--- src/hdl/fsc_pkg.sv ---
`timescale 1ns / 1ps
// ----------------------------------------------------------------------------
// fsc_pkg
// Shared widths, types and plane helpers for the frustum sphere cull unit.
// ----------------------------------------------------------------------------
package fsc_pkg;

    localparam int unsigned PLANE_COUNT = 6;

    localparam int unsigned COL_COUNT  = 4;
    localparam int unsigned COL_W      = 64;
    localparam int unsigned ELEM_W     = 16;
    localparam int unsigned CFG_ADDR_W = 5;

    localparam int unsigned CTR_W    = 24;
    localparam int unsigned RAD_W    = 23;
    localparam int unsigned R2_W     = 46;
    localparam int unsigned R2_HALF  = 23;
    localparam int unsigned COEF_W   = 17;
    localparam int unsigned SQ_COEF_W = 34;
    localparam int unsigned LEN2_W   = 34;
    localparam int unsigned PROD_W   = 41;
    localparam int unsigned OFS_W    = 25;
    localparam int unsigned DIST_W   = 43;
    localparam int unsigned MAG_W    = 42;
    localparam int unsigned MAG_HALF = 21;
    localparam int unsigned SQ_W     = 42;
    localparam int unsigned PP_W     = 57;
    localparam int unsigned RL_W     = 80;
    localparam int unsigned D2_W     = 84;
    localparam int unsigned CNT_W    = 2;

    localparam int unsigned IN_DATA_W  = 96;
    localparam int unsigned OUT_DATA_W = 8;

    // straddle count at which a sphere is accepted outright
    localparam logic [CNT_W-1:0] STRADDLE_LIMIT = 2'd3;

    // register indexes (byte address = 8 * index)
    localparam logic [1:0] REG_MATRIX_COL0 = 2'd0;
    localparam logic [1:0] REG_MATRIX_COL1 = 2'd1;
    localparam logic [1:0] REG_MATRIX_COL2 = 2'd2;
    localparam logic [1:0] REG_MATRIX_COL3 = 2'd3;

    localparam logic [COL_W-1:0] MATRIX_COL0_RST = 64'h0000_0000_0000_0100;
    localparam logic [COL_W-1:0] MATRIX_COL1_RST = 64'h0000_0000_0100_0000;
    localparam logic [COL_W-1:0] MATRIX_COL2_RST = 64'h0000_0100_0000_0000;
    localparam logic [COL_W-1:0] MATRIX_COL3_RST = 64'h0100_0000_0000_0000;

    // plane order: left, right, top, bottom, near, far
    localparam logic [1:0] PLANE_ROW [PLANE_COUNT] = '{2'd0, 2'd0, 2'd1, 2'd1, 2'd2, 2'd2};
    localparam logic       PLANE_NEG [PLANE_COUNT] = '{1'b0, 1'b1, 1'b1, 1'b0, 1'b0, 1'b1};

    typedef logic [COL_COUNT-1:0][COL_W-1:0] cols_t;

    typedef struct packed {
        logic signed [CTR_W-1:0] cx;
        logic signed [CTR_W-1:0] cy;
        logic signed [CTR_W-1:0] cz;
        logic [R2_W-1:0]         r2;
    } sphere_t;

    typedef struct packed {
        logic             done;
        logic             vis;
        logic [CNT_W-1:0] cnt;
        logic             degen;
    } status_t;

    typedef struct packed {
        logic degenerate;
        logic visible;
    } result_t;

    localparam status_t STATUS_INIT = '{done: 1'b0, vis: 1'b1, cnt: '0, degen: 1'b0};

    // row 3 plus or minus the selected row of one column
    function automatic logic signed [COEF_W-1:0] plane_coef(
        input logic [COL_W-1:0] col,
        input logic [1:0]       row,
        input logic             neg
    );
        logic [ELEM_W-1:0]        sel;
        logic signed [COEF_W-1:0] base;
        logic signed [COEF_W-1:0] other;
        sel   = col[ELEM_W*row +: ELEM_W];
        base  = $signed({col[COL_W-1], col[COL_W-1 -: ELEM_W]});
        other = $signed({sel[ELEM_W-1], sel});
        return neg ? (base - other) : (base + other);
    endfunction

endpackage

--- src/hdl/fsc_out_queue.sv ---
`timescale 1ns / 1ps
// ----------------------------------------------------------------------------
// fsc_out_queue
// Two-entry output buffer: head register plus skid register.
// ----------------------------------------------------------------------------
module fsc_out_queue (
    input  logic             clk,
    input  logic             rst_n,
    input  logic             push,
    input  fsc_pkg::result_t push_data,
    output logic             full,
    output logic             out_valid,
    output fsc_pkg::result_t out_data,
    input  logic             out_ready
);
    import fsc_pkg::*;

    logic    head_valid_reg, skid_valid_reg;
    result_t head_reg, skid_reg;
    logic    pop;

    assign pop = head_valid_reg & out_ready;

    always_ff @(posedge clk or negedge rst_n)
    begin
        if (!rst_n)
        begin
            head_valid_reg <= 1'b0;
            skid_valid_reg <= 1'b0;
        end
        else if (!head_valid_reg || pop)
        begin
            head_valid_reg <= skid_valid_reg | push;
            skid_valid_reg <= skid_valid_reg & push;
        end
        else if (push)
        begin
            skid_valid_reg <= 1'b1;
        end
    end

    always_ff @(posedge clk)
    begin
        if (!head_valid_reg || pop)
        begin
            head_reg <= skid_valid_reg ? skid_reg : push_data;
            skid_reg <= push_data;
        end
        else if (push)
        begin
            skid_reg <= push_data;
        end
    end

    assign full      = head_valid_reg & skid_valid_reg;
    assign out_valid = head_valid_reg;
    assign out_data  = head_reg;

endmodule
--- config.mk ---
export PLATFORM = sky130hd
export DESIGN_NAME = fsc_out_queue
export DESIGN_NICKNAME = d
export VERILOG_FILES = /design/src/hdl/fsc_pkg.sv /design/src/hdl/fsc_out_queue.sv
export SDC_FILE = /design/constraint.sdc
export NUM_CORES = 1
export LEC_CHECK = 0
export BUFFER_PORTS_ARGS = -buffer_cell sky130_fd_sc_hd__buf_2
export CAP_MARGIN = 20
export CORE_AREA = 2 2 39 41
export DETAILED_ROUTE_END_ITERATION = 16
export DIE_AREA = 0 0 41 43
export PLACE_DENSITY_LB_ADDON = 0.15
export SLEW_MARGIN = 5
export SYNTH_ARGS = -nofsm -noshare
export SYNTH_HDL_FRONTEND = slang
export SYNTH_SLANG_ARGS = --single-unit
--- constraint.sdc ---
create_clock -name clk -period 1.12 [get_ports clk]
set_clock_uncertainty 0.15 [all_clocks]
set_input_delay 0.056 -clock clk [delete_from_list [all_inputs] [get_ports clk]]
set_output_delay 0.056 -clock clk [all_outputs]
set_load 0.03 [all_outputs]
==> reports/metrics.yaml <==
status: "finished, violations left"
violations: "negative setup slack"
rsz0062_at_grt: "true"
syn-instance-count: 14
port_buffers: 9
cap_violations: 0
diodes: 0
syn2layout_area_growth_pct: 81.8
fillCellCount: 155
crit_buf_inv: 2
wl_met3_microns: 55
cts.sinks: 6
path_class: "flip-flop to primary output"
num_vias: 180
arrival_ns: 1.02
dp_hpwl_microns: 331
cp_max_fo: 2
clkSlewWorstSetupHoldPaths_ns: 0.05
drt-pass1-iter-count: 2
synth_cell_type_count: 9
die_h_microns: 43
wl_microns: 485
placementRows: 14
h-tree-depth: 1
total_power_mw: 0.649
synth_area_sq_um: 240
yosysWarnings: 0
p_leak_nw: 0.192
fp.dieW_microns: 41
overflow: 0
finalMaxSlewViolations: 0
end_kind: "primary output"
grt_pass1_wl_microns: 731
min_period_over_period: 1.09
cp_data_required_time_ns: 0.91
final_antenna_net_count: 0
route.detailed.drc: 0
setup_viol: 6
wl_met1_microns: 212
cp_top_family: "flip-flops"
synth_mux_area_frac: 0.0938
routedWlPerCell_microns: 9.33
crit_path_start_kind: "flip-flop"
synth_top_family_by_area: "simple AND/OR/NAND/NOR gates"
nets: 43
path_cells: "buf_6, and2_4, buf_6"
tightestPinTransition_ns: 0.156
max_slew_margin: 0.897
fin_crit_ns: 1.23
p_per_area_nw_per_um2: 1490
synth_fa_ha_area_frac: 0.0469
clk_path_buf_depth: 2
grt_usage: 0.0687
finalWorstSetupSlack_ns: -0.106
final_cells: 52
grt_pass1_vias: 191
hp-class: "input pin to flip-flop"
post_synth.cell_area_avg_sq_um: 17.2
crit_top_cell: "buf_6"
antenna_found_initial: 0
dp_cells: 41
ir_drop_v: 0.000444
holdWs_ns: 0.0147
fin_area_sq_um: 437
drt-vias-per-instance: 3.46
critical_path.max_stage_delay_ns: 0.40
synth-seq-area-share: 0.708
core-area_sq_um: 1380
drt_iter0_drc: 2
synth_compound_area_frac: 0
cts_root_buf: "clkbuf_4"
dr_wl_met2_microns: 217
tritoncts: "yes"
synth_seq_cells: 6
numCtsBuffers: 3
die-area_sq_um: 1760
io_pins: 10
place.gp.congestion: 0.676
postPlaceCellArea_sq_um: 322
synth_xor_xnor_area_share: 0
syn-num-nets: 20
finalHoldViolations: 0
highest_layer: "met3"
fmax_mhz: 816
synth-simple-area-share: 0.135
slowest_stage: "dfrtp_2"
worstSkewPairLatency_ns: 0.25
grt_max_degree: 5
start_util: 0.174
drive_gt1_frac: 0.583
[cell families (layout without fill, tap and decap cells)]
family | after synthesis | after routing
mux | 2 | 2
simple gates | 4 | 4
fa+ha+maj | 1 | 1
flops | 6 | 6
buf+inv | 1 | 23
[cell usage in the layout (no fill, tap or decap)]
cell	n
nand2b_1	1
clkbuf_4	3
buf_4	3
and2_4	1
nor2b_4	1
inv_1	1
edfxtp_1	4
buf_2	6
or3_1	1
maj3_2	1
dfrtp_1	1
dlygate4sd3_1	6
mux2_2	2
clkbuf_1	1
buf_6	3
dfrtp_2	1
[final timing paths]
check                                    start  depth (start not counted)          end  slack (ns)
worst max register to register  skid_valid_reg                          2  out_data[0]       -0.08
worst min-delay path                      push                          2  skid_reg[0]        0.01
worst max-delay path                 out_valid                          3         full       -0.11
worst min register to register     skid_reg[1]                          1  out_data[1]        0.39
min in group asynchronous                rst_n                          3    out_valid        0.51
max in group asynchronous                rst_n                          3    out_valid        0.17
[stage by stage]
step / setup TNS (ns) / utilization / setup slack [ns]
floorplan: -0.146 / - / -0.0606
global placement: -0.0221 / 0.232 / -0.0152
detailed placement: -0.0190 / 0.232 / -0.0101
CTS: -0.311 / 0.312 / -0.111
global route: -0.527 / 0.316 / -0.141
finish: -0.346 / 0.316 / -0.106
[repair_timing]
action	4_1_cts	5_1_grt
endpoints found under the setup margin	5	7
gates resized for setup	5	2
buffers inserted	1	1
pin swaps	2	1
hold buffers	6	0
endpoints found under the hold margin	10	0
[synth_stat cells, drive strengths merged]
master | n | share of area
or3 | 1 | 0.026
and2 | 1 | 0.026
maj3 | 1 | 0.047
mux2 | 2 | 0.094
nor2b | 1 | 0.057
inv | 1 | 0.016
nand2b | 1 | 0.026
dfrtp | 2 | 0.21
edfxtp | 4 | 0.50
[layout make-up]
cell class / instances / area (sq um) / area share
sequential: 6 / 171 / 0.393
timing repair buffer: 18 / 146 / 0.335
multi-input combinational: 7 / 68.8 / 0.158
clock buffer: 4 / 26.3 / 0.0602
tap: 16 / 20.0 / 0.0458
inverter: 1 / 3.75 / 0.00860
[report_power, final]
group / total [mW] / switching, mW / internal [mW]
clock network: 0.219 / 0.0835 / 0.135
registers: 0.272 / 0.00811 / 0.264
logic: 0.158 / 0.0701 / 0.0881
[routing by layer]
| metal | GRT usage | vias to the layer above |
|---|---|---|
| li1 | - | 94 |
| met1 | 0.0820 | 77 |
| met2 | 0.0781 | 9 |
| met3 | 0.0314 | 0 |
| met4 | 0.0800 | 0 |
| met5 | 0 | - |
(Power assumes the default switching activity.)
